[src/design/rfc_pkg.sv]
// ----------------------------------------------------------------------------
// Region force competition package
// Shared constants, payload types and the saturation helper.
// ----------------------------------------------------------------------------
package rfc_pkg;

    localparam int MAXR        = 4;
    localparam int NUM_REGIONS = 4;
    localparam int TOP_W       = $clog2(MAXR);
    localparam int CNT_W       = $clog2(MAXR + 1);

    localparam logic [MAXR-1:0] USED_MASK = MAXR'((1 << NUM_REGIONS) - 1);

    typedef logic signed [15:0] t_q88;
    typedef logic signed [16:0] t_score;
    typedef logic signed [17:0] t_diff;
    typedef logic [TOP_W-1:0]   t_idx;

    localparam t_q88  ONE_Q88 = 16'sh0100;
    localparam t_diff Q88_MAX = 18'sd32767;
    localparam t_diff Q88_MIN = -18'sd32768;

    typedef struct packed {
        logic [MAXR-1:0]    mask;
        logic               contested;
        logic               fill;
        t_q88 [MAXR-1:0]    push;
        t_score [MAXR-1:0]  score;
    } t_s1;

    typedef struct packed {
        t_s1    base;
        t_idx   top;
        t_score hi;
    } t_s2;

    typedef struct packed {
        t_s1    base;
        t_idx   top;
        t_score hi;
        t_score nxt;
    } t_s3;

    typedef struct packed {
        logic               contested;
        t_q88 [MAXR-1:0]    new_push;
    } t_res;

    function automatic t_q88 sat_q88(input t_diff v);
        t_q88 res;
        if (v > Q88_MAX) begin
            res = 16'sh7fff;
        end else if (v < Q88_MIN) begin
            res = 16'sh8000;
        end else begin
            res = v[15:0];
        end
        return res;
    endfunction

endpackage

[src/design/rfc_in_if.sv]
// ----------------------------------------------------------------------------
// Pixel input channel
// Valid/ready channel carrying the band mask, inside bits, forces and
// curvature terms of one pixel.
// ----------------------------------------------------------------------------
interface rfc_in_if;
    logic               valid;
    logic               ready;
    logic [3:0]         band_mask;
    logic [3:0]         inside_bits;
    logic signed [15:0] push_0;
    logic signed [15:0] push_1;
    logic signed [15:0] push_2;
    logic signed [15:0] push_3;
    logic signed [15:0] bend_0;
    logic signed [15:0] bend_1;
    logic signed [15:0] bend_2;
    logic signed [15:0] bend_3;

    modport source (
        output valid, band_mask, inside_bits,
        output push_0, push_1, push_2, push_3,
        output bend_0, bend_1, bend_2, bend_3,
        input  ready
    );

    modport sink (
        input  valid, band_mask, inside_bits,
        input  push_0, push_1, push_2, push_3,
        input  bend_0, bend_1, bend_2, bend_3,
        output ready
    );
endinterface

[src/design/rfc_out_if.sv]
// ----------------------------------------------------------------------------
// Resolved force output channel
// Valid/ready channel carrying the resolved forces and the contest flag.
// ----------------------------------------------------------------------------
interface rfc_out_if;
    logic               valid;
    logic               ready;
    logic signed [15:0] new_push_0;
    logic signed [15:0] new_push_1;
    logic signed [15:0] new_push_2;
    logic signed [15:0] new_push_3;
    logic               contested;

    modport source (
        output valid, new_push_0, new_push_1, new_push_2, new_push_3, contested,
        input  ready
    );

    modport sink (
        input  valid, new_push_0, new_push_1, new_push_2, new_push_3, contested,
        output ready
    );
endinterface

[src/design/rfc_score.sv]
// ----------------------------------------------------------------------------
// Region force competition, score stage
// Forms the per-region scores and the overlap and fill decisions.
// ----------------------------------------------------------------------------
module rfc_score import rfc_pkg::*; (
    input  logic                i_clk,
    input  logic                i_rst_n,
    input  logic                i_valid,
    output logic                o_ready,
    input  logic [MAXR-1:0]     i_mask,
    input  logic [MAXR-1:0]     i_inside,
    input  t_q88 [MAXR-1:0]     i_push,
    input  t_q88 [MAXR-1:0]     i_bend,
    output logic                o_valid,
    output t_s1                 o_data,
    input  logic                i_ready
);

    logic             r_v;
    t_s1              r_s1;
    t_s1              n_s1;
    logic [MAXR-1:0]  inside_used;
    logic [CNT_W-1:0] n_masked;
    logic [CNT_W-1:0] n_insides;

    always_comb begin
        inside_used = i_inside & USED_MASK;
        n_s1.mask   = i_mask & USED_MASK;
        n_s1.push   = i_push;
        n_masked    = '0;
        n_insides   = '0;
        for (int r = 0; r < MAXR; r++) begin
            n_s1.score[r] = t_score'(i_push[r]) - t_score'(i_bend[r]);
            n_masked      = n_masked + CNT_W'(n_s1.mask[r]);
            n_insides     = n_insides + CNT_W'(inside_used[r]);
        end
        n_s1.contested = (n_masked > CNT_W'(1));
        n_s1.fill      = !n_s1.contested && (n_insides <= CNT_W'(1));
    end

    assign o_ready = !r_v || i_ready;
    assign o_valid = r_v;
    assign o_data  = r_s1;

    always_ff @(posedge i_clk) begin
        if (!i_rst_n) begin
            r_v <= 1'b0;
        end else if (o_ready) begin
            r_v <= i_valid;
        end
        if (o_ready && i_valid) begin
            r_s1 <= n_s1;
        end
    end

endmodule

[src/design/rfc_rank.sv]
// ----------------------------------------------------------------------------
// Region force competition, ranking stages
// Finds the top scorer and its score, then the runner-up score.
// ----------------------------------------------------------------------------
module rfc_rank import rfc_pkg::*; (
    input  logic    i_clk,
    input  logic    i_rst_n,
    input  logic    i_valid,
    output logic    o_ready,
    input  t_s1     i_data,
    output logic    o_valid,
    output t_s3     o_data,
    input  logic    i_ready
);

    logic   r_v2;
    logic   r_v3;
    t_s2    r_s2;
    t_s3    r_s3;
    t_s2    n_s2;
    t_s3    n_s3;
    logic   found_hi;
    logic   found_nxt;
    logic   ready3;

    // Lowest index wins among equal highest scores.
    always_comb begin
        found_hi = 1'b0;
        n_s2.base = i_data;
        n_s2.top  = '0;
        n_s2.hi   = '0;
        for (int r = 0; r < MAXR; r++) begin
            if (i_data.mask[r] && (!found_hi || i_data.score[r] > n_s2.hi)) begin
                found_hi  = 1'b1;
                n_s2.top  = t_idx'(r);
                n_s2.hi   = i_data.score[r];
            end
        end
    end

    always_comb begin
        found_nxt = 1'b0;
        n_s3.base = r_s2.base;
        n_s3.top  = r_s2.top;
        n_s3.hi   = r_s2.hi;
        n_s3.nxt  = '0;
        for (int r = 0; r < MAXR; r++) begin
            if (r_s2.base.mask[r] && (t_idx'(r) != r_s2.top) &&
                (!found_nxt || r_s2.base.score[r] > n_s3.nxt)) begin
                found_nxt = 1'b1;
                n_s3.nxt  = r_s2.base.score[r];
            end
        end
    end

    assign ready3  = !r_v3 || i_ready;
    assign o_ready = !r_v2 || ready3;
    assign o_valid = r_v3;
    assign o_data  = r_s3;

    always_ff @(posedge i_clk) begin
        if (!i_rst_n) begin
            r_v2 <= 1'b0;
            r_v3 <= 1'b0;
        end else begin
            if (o_ready) begin
                r_v2 <= i_valid;
            end
            if (ready3) begin
                r_v3 <= r_v2;
            end
        end
        if (o_ready && i_valid) begin
            r_s2 <= n_s2;
        end
        if (ready3 && r_v2) begin
            r_s3 <= n_s3;
        end
    end

`ifndef NO_ASSERTIONS
    a_top_masked: assert property (@(posedge i_clk) disable iff (!i_rst_n)
        r_v3 && r_s3.base.contested |-> r_s3.base.mask[r_s3.top])
        else $error("Top scorer is not a masked region.");

    a_order: assert property (@(posedge i_clk) disable iff (!i_rst_n)
        r_v3 && r_s3.base.contested |-> r_s3.hi >= r_s3.nxt)
        else $error("Runner-up score exceeds the top score.");

    a_no_fill: assert property (@(posedge i_clk) disable iff (!i_rst_n)
        r_v2 && r_s2.base.contested |-> !r_s2.base.fill)
        else $error("Contested pixel is also marked for fill.");

    a_hold: assert property (@(posedge i_clk) disable iff (!i_rst_n)
        r_v3 && !i_ready |=> r_v3 && $stable(r_s3))
        else $error("Ranked item changed while stalled.");
`endif

endmodule

[src/design/rfc_resolve.sv]
// ----------------------------------------------------------------------------
// Region force competition, resolve stage
// Subtracts the competing score, applies the fill constant and saturates.
// ----------------------------------------------------------------------------
module rfc_resolve import rfc_pkg::*; (
    input  logic    i_clk,
    input  logic    i_rst_n,
    input  logic    i_valid,
    output logic    o_ready,
    input  t_s3     i_data,
    output logic    o_valid,
    output t_res    o_data,
    input  logic    i_ready
);

    logic   r_v;
    t_res   r_res;
    t_res   n_res;
    t_score sel;

    always_comb begin
        sel = '0;
        n_res.contested = i_data.base.contested;
        for (int r = 0; r < MAXR; r++) begin
            sel = (t_idx'(r) == i_data.top) ? i_data.nxt : i_data.hi;
            if (i_data.base.contested && i_data.base.mask[r]) begin
                n_res.new_push[r] = sat_q88(t_diff'(i_data.base.push[r]) - t_diff'(sel));
            end else if (i_data.base.fill && i_data.base.mask[r] &&
                         i_data.base.push[r] <= 16'sd0) begin
                n_res.new_push[r] = ONE_Q88;
            end else begin
                n_res.new_push[r] = i_data.base.push[r];
            end
        end
    end

    assign o_ready = !r_v || i_ready;
    assign o_valid = r_v;
    assign o_data  = r_res;

    always_ff @(posedge i_clk) begin
        if (!i_rst_n) begin
            r_v <= 1'b0;
        end else if (o_ready) begin
            r_v <= i_valid;
        end
        if (o_ready && i_valid) begin
            r_res <= n_res;
        end
    end

endmodule

[src/design/region_force_competition_unit.sv]
// ----------------------------------------------------------------------------
// Region force competition unit
// Resolves the normal forces of up to four level-set regions meeting in one
// pixel.
// ----------------------------------------------------------------------------
// One pixel enters on i_pix per transfer and one result leaves on o_res per
// transfer, in the same order. Where two or more band-mask bits are set the
// regions compete on push minus bend; otherwise masked regions with a force
// at or below zero take 1.0 when at most one inside bit is set. Results are
// saturated signed Q8.8.
// The datapath is four register stages: scoring, top-scorer search,
// runner-up search and the subtract with saturation. A pixel passes them in
// order, and one pixel can be taken every cycle while o_res is not stalled.
// Each stage has its own valid bit and moves on whenever the stage after it
// is empty or moving, so bubbles close up under back-pressure.
// When the receiver stalls the pipeline fills and holds; i_pix.ready falls
// only once all four stages are occupied. Nothing is lost or repeated.
// Reset clears every valid bit; no results are pending afterwards.
// ----------------------------------------------------------------------------
module region_force_competition_unit import rfc_pkg::*; (
    input  logic        i_clk,
    input  logic        i_rst_n,
    rfc_in_if.sink      i_pix,
    rfc_out_if.source   o_res
);

    t_q88 [MAXR-1:0] push_in;
    t_q88 [MAXR-1:0] bend_in;
    logic            s1_valid;
    logic            s1_ready;
    t_s1             s1_data;
    logic            s3_valid;
    logic            s3_ready;
    t_s3             s3_data;
    t_res            res_data;

    assign push_in[0] = i_pix.push_0;
    assign push_in[1] = i_pix.push_1;
    assign push_in[2] = i_pix.push_2;
    assign push_in[3] = i_pix.push_3;
    assign bend_in[0] = i_pix.bend_0;
    assign bend_in[1] = i_pix.bend_1;
    assign bend_in[2] = i_pix.bend_2;
    assign bend_in[3] = i_pix.bend_3;

    rfc_score u_score (
        .i_clk    (i_clk),
        .i_rst_n  (i_rst_n),
        .i_valid  (i_pix.valid),
        .o_ready  (i_pix.ready),
        .i_mask   (i_pix.band_mask),
        .i_inside (i_pix.inside_bits),
        .i_push   (push_in),
        .i_bend   (bend_in),
        .o_valid  (s1_valid),
        .o_data   (s1_data),
        .i_ready  (s1_ready)
    );

    rfc_rank u_rank (
        .i_clk    (i_clk),
        .i_rst_n  (i_rst_n),
        .i_valid  (s1_valid),
        .o_ready  (s1_ready),
        .i_data   (s1_data),
        .o_valid  (s3_valid),
        .o_data   (s3_data),
        .i_ready  (s3_ready)
    );

    rfc_resolve u_resolve (
        .i_clk    (i_clk),
        .i_rst_n  (i_rst_n),
        .i_valid  (s3_valid),
        .o_ready  (s3_ready),
        .i_data   (s3_data),
        .o_valid  (o_res.valid),
        .o_data   (res_data),
        .i_ready  (o_res.ready)
    );

    assign o_res.new_push_0 = res_data.new_push[0];
    assign o_res.new_push_1 = res_data.new_push[1];
    assign o_res.new_push_2 = res_data.new_push[2];
    assign o_res.new_push_3 = res_data.new_push[3];
    assign o_res.contested  = res_data.contested;

endmodule
[src/flat_wrapper.sv]
// flat-port wrapper written by rule: the top's interface ports become plain ports
module region_force_competition_unit_flat import rfc_pkg::*;
  (i_clk, i_rst_n, i_pix_valid, i_pix_band_mask, i_pix_inside_bits, i_pix_push_0, i_pix_push_1, i_pix_push_2, i_pix_push_3, i_pix_bend_0, i_pix_bend_1, i_pix_bend_2, i_pix_bend_3, i_pix_ready, o_res_valid, o_res_new_push_0, o_res_new_push_1, o_res_new_push_2, o_res_new_push_3, o_res_contested, o_res_ready);
  rfc_in_if i_pix_i ();
  rfc_out_if o_res_i ();
  input  logic i_clk;
  input  logic i_rst_n;
  input wire logic [$bits(i_pix_i.valid)-1:0] i_pix_valid;
  input wire logic [$bits(i_pix_i.band_mask)-1:0] i_pix_band_mask;
  input wire logic [$bits(i_pix_i.inside_bits)-1:0] i_pix_inside_bits;
  input wire logic [$bits(i_pix_i.push_0)-1:0] i_pix_push_0;
  input wire logic [$bits(i_pix_i.push_1)-1:0] i_pix_push_1;
  input wire logic [$bits(i_pix_i.push_2)-1:0] i_pix_push_2;
  input wire logic [$bits(i_pix_i.push_3)-1:0] i_pix_push_3;
  input wire logic [$bits(i_pix_i.bend_0)-1:0] i_pix_bend_0;
  input wire logic [$bits(i_pix_i.bend_1)-1:0] i_pix_bend_1;
  input wire logic [$bits(i_pix_i.bend_2)-1:0] i_pix_bend_2;
  input wire logic [$bits(i_pix_i.bend_3)-1:0] i_pix_bend_3;
  output wire logic [$bits(i_pix_i.ready)-1:0] i_pix_ready;
  output wire logic [$bits(o_res_i.valid)-1:0] o_res_valid;
  output wire logic [$bits(o_res_i.new_push_0)-1:0] o_res_new_push_0;
  output wire logic [$bits(o_res_i.new_push_1)-1:0] o_res_new_push_1;
  output wire logic [$bits(o_res_i.new_push_2)-1:0] o_res_new_push_2;
  output wire logic [$bits(o_res_i.new_push_3)-1:0] o_res_new_push_3;
  output wire logic [$bits(o_res_i.contested)-1:0] o_res_contested;
  input wire logic [$bits(o_res_i.ready)-1:0] o_res_ready;
  assign i_pix_i.valid = i_pix_valid;
  assign i_pix_i.band_mask = i_pix_band_mask;
  assign i_pix_i.inside_bits = i_pix_inside_bits;
  assign i_pix_i.push_0 = i_pix_push_0;
  assign i_pix_i.push_1 = i_pix_push_1;
  assign i_pix_i.push_2 = i_pix_push_2;
  assign i_pix_i.push_3 = i_pix_push_3;
  assign i_pix_i.bend_0 = i_pix_bend_0;
  assign i_pix_i.bend_1 = i_pix_bend_1;
  assign i_pix_i.bend_2 = i_pix_bend_2;
  assign i_pix_i.bend_3 = i_pix_bend_3;
  assign i_pix_ready = i_pix_i.ready;
  assign o_res_valid = o_res_i.valid;
  assign o_res_new_push_0 = o_res_i.new_push_0;
  assign o_res_new_push_1 = o_res_i.new_push_1;
  assign o_res_new_push_2 = o_res_i.new_push_2;
  assign o_res_new_push_3 = o_res_i.new_push_3;
  assign o_res_contested = o_res_i.contested;
  assign o_res_i.ready = o_res_ready;
  region_force_competition_unit u_core (.i_clk(i_clk), .i_rst_n(i_rst_n), .i_pix(i_pix_i), .o_res(o_res_i));
endmodule
[config.mk]
export PLATFORM = sky130hd
export DESIGN_NAME = region_force_competition_unit_flat
export DESIGN_NICKNAME = d
export VERILOG_FILES = /design/src/design/rfc_pkg.sv /design/src/design/rfc_in_if.sv /design/src/design/rfc_out_if.sv /design/src/design/rfc_score.sv /design/src/design/rfc_rank.sv /design/src/design/rfc_resolve.sv /design/src/design/region_force_competition_unit.sv /design/src/flat_wrapper.sv
export SDC_FILE = /design/constraint.sdc
export NUM_CORES = 1
export LEC_CHECK = 0
export BUFFER_PORTS_ARGS = -buffer_cell sky130_fd_sc_hd__buf_4
export CORE_MARGIN = 2
export CORE_UTILIZATION = 65
export CTS_CLUSTER_SIZE = 14
export DETAILED_ROUTE_END_ITERATION = 8
export GPL_TIMING_DRIVEN = 0
export MAX_ROUTING_LAYER = met4
export PLACE_DENSITY = 0.88
export SETUP_SLACK_MARGIN = 0.3
export SYNTH_ARGS = -nofsm -noshare
export SYNTH_HDL_FRONTEND = slang
export SYNTH_SLANG_ARGS = --single-unit
[constraint.sdc]
create_clock -name i_clk -period 18.7 [get_ports i_clk]
set_input_delay 0.935 -clock i_clk [delete_from_list [all_inputs] [get_ports i_clk]]
set_output_delay 0.935 -clock i_clk [all_outputs]
set_load 0.1 [all_outputs]
==> results by group <==
Yosys
  • Largest family of logic cells by synthesized area: compound AO/OA/AOI/OAI gates
  • Synth area leaders: edfxtp_1, ha_1, mux2i_1
  • Syn Area/Cell: 12.2 um2
  • Cell type with the largest total area after synthesis: edfxtp_1
  • Post-synth EDFFs: 466
  • Synth Flop Type: edfxtp_1
  • Sequential-to-total area share from yosys stat: 0.532
  • Async S/R FF share, synth: 0
  • Post-Syn Area: 26400 um2
  • Synth Instances: 2172
  • Adder-cell share of the synthesized area: 0.118
  • Post-synthesis cell type count: 83
  • Most frequent cell after synthesis: edfxtp_1
  • Most common library cells after synthesis: edfxtp_1, ha_1, inv_1
  • YS warnings: 0
  • Net Count, Synth: 2556
  • Proportion of synthesized area in mux cells: 0.0589
  • Post-Synth Simple-Gate Area: 0.0900
  • Synth top area share: 0.529
  • Post-synthesis compound-gate area fraction: 0.133
  • XOR/XNOR Fraction of Synth Area: 0.0295
  • Post-synthesis sequential element count: 470

Placement
  • Placer Congestion: 0.964
  • DP Worst Slack: 9110 ps
  • Port Buf Inserts: 206
  • Placed Area: 28900 um2
  • Placed insts: 2915
  • Hpwl dp: 55.7 mm

Detailed routing
  • DRT Pass-1 Iters: 6
  • DRT Wirelength: 72.4 mm
  • Via/cell ratio: 6.34
  • Vias: 19000
  • Mean routed wirelength per cell: 24.1 um
  • DRT iter0 DRCs: 1695
  • Post-DRT Antenna Nets: 0
  • DRC Markers: 0

Run status
  • Run status: completed

Job
  • # Max-Cap Violations: 0

STA
  • Period utilization: 0.526
  • Post-route minimum period: 9840 ps
  • Hold Vio Cnt, Final: 0
  • Worst rel slew slack: 0.355
  • PnR worst setup slack: 8860 ps
  • Worst hold slack: 412 ps
  • Fmax achieved: 102 MHz
  • Total Neg Setup Slack: 0 ps
  • Clock Skew: 16.0 ps
  • Worst-margin pin slew: 965 ps
  • Final setup vio count: 0
  • RSZ-0062 raised after global routing: no
  • Slew Viols, Final: 0

Global route
  • All-layer global routing usage: 0.353
  • GRT overflow: 0
  • First-pass GRT wire length: 107 mm
  • Vias in the first global route: 18500
  • Largest net degree at the start of global routing: 75
  • Initial antenna violation count: 0

Pwr
  • Pint: 1.96 mW
  • Pleak: 12.8 nW
  • Overall power: 2.68 mW
  • Seq pwr share: 0.482
  • Power per cell area: 88.1 nW/um2
  • Combinational share of power: 0.176
  • Worst vdd ir: 0.0000885 V
  • Clock power share: 0.342
  • Switch share: 0.269
  • Switching power: 0.721 mW

Clocking
  • Maximum clock path buffer count: 3
  • Root buf cell: clkbuf_16
  • Worst-path clk slew: 70 ps
  • TritonCTS Buffers: 46
  • H-tree Lvls: 2
  • # clock sinks: 470
  • Worst-Skew Late Latency: 580 ps
  • Cts repair resizes: 0
  • Post-CTS setup buffer count: 0
  • CTS tree: yes
  • Post-CTS Hold Fix Bufs: 0

Floorplanning
  • Die Y: 206 um
  • Initial core utilization: 0.662
  • Rows: 73
  • Horiz. Die Dim: 206 um
  • I/O Pins: 207
  • Die area: 42300 um2
  • Core box area: 39900 um2

Worst setup path
  • Critical path's slowest cell: edfxtp_1
  • Worst Path Required: 19030 ps
  • Worst Setup Path Type: reg2reg
  • WP data arrival: 10170 ps
  • CP Capture Type: flip-flop
  • Cell mode on critical path: a21o_1
  • Max stage delay on crit path: 520 ps
  • Kind of start point of the critical path: flip-flop
  • Crit path max fanout: 10

Finish
  • Fin area: 30400 um2
  • Non-filler instance count after layout: 2999
  • Final core occ: 0.762
  • Area growth syn-to-layout: 15.1%
  • Nets: 2822
  • Layout cells sized above 1: 0.152

Worst hold path
  • Min-Delay Path Class: reg2reg
-- layout by cell type (no fill, tap or decap), types with 12 or more instances in the layout --
cell type	instances
buf_2	15
clkbuf_1	34
inv_1	213
a21oi_1	103
xnor2_1	60
mux2i_1	141
nand2b_1	27
nand4_1	22
nand2_1	125
nor2_1	107
ha_1	234
o21a_1	36
and3_1	19
o21ai_0	68
a221o_1	27
a31oi_1	14
xor2_1	29
nor4_1	14
edfxtp_1	466
buf_4	206
nor2b_1	45
mux2_2	12
clkbuf_16	49
nand3_1	26
a21o_1	50
o221a_2	17
o311ai_1	15
or3_1	24
nor3_1	36
o211ai_1	12
o21ai_1	15
-- worst paths after layout --
check                          start  slack (ps)                        end  depth (start not counted)
min          u_core.u_rank.n_s3[127]         410  u_core.u_rank.o_data[127]                          0
max reg2reg   u_core.u_rank.n_s3[34]        8860    u_core.u_rank.o_data[9]                         38
max           u_core.u_rank.n_s3[34]        8860    u_core.u_rank.o_data[9]                         38
min reg2reg  u_core.u_rank.n_s3[127]         410  u_core.u_rank.o_data[127]                          0
-- worst max-delay path, delay by kind of cell, from the launching register on --
family | cells | cell delay [ps]
compound gates | 17 | 3050
fa+ha+maj | 3 | 1000
buf+inv | 9 | 2890
flops | 1 | 520
mux | 2 | 600
simple gates | 7 | 1480
-- flip-flops by register name, indices dropped and copies added, names as in the netlist --
| register | cells |
|---|---|
| u_core.u_resolve.o_valid | 1 |
| u_core.u_rank.r_v2 | 1 |
| u_core.u_score.o_valid | 1 |
| u_core.u_resolve.o_data | 65 |
| u_core.u_rank.n_s3 | 157 |
| u_core.u_rank.o_valid | 1 |
| u_core.u_score.o_data | 138 |
| u_core.u_rank.o_data | 106 |
-- area by class of cell --
type | count | area (um2)
Sequential cell | 470 | 14100
Multi-Input combinational cell | 1447 | 11400
Inverter | 213 | 800
Fill cell | 2464 | 9500
Clock inverter | 24 | 205
Clock buffer | 59 | 1260
Timing Repair Buffer | 218 | 1820
Tap cell | 525 | 657
Antenna cell | 1 | 2.50
Buffer | 42 | 191
-- cells by family after synthesis --
kind of cell | after synthesis
compound gates | 480
mux | 154
simple gates | 480
fa+ha+maj | 244
xor+xnor | 89
flops | 470
buf+inv | 255
-- layer usage --
layer	share of wire	track usage	vias up
met2	0.50	0.591	855
met3	0.072	0.0481	187
li1	-	-	8724
met1	0.39	0.437	9252
met5	0	-	-
met4	0.041	0.135	0
-- power by group through the flow --
stage	sequential (mW)	combinational, mW	clock [mW]
after CTS	1.29	0.465	0.926
after detailed placement	1.31	0.459	0
after floorplan	1.31	0.301	0
after global placement	1.32	0.431	0
final	1.29	0.472	0.916
after global routing	1.29	0.513	0.961
No activity file was read; power rests on OpenSTA's default activity.
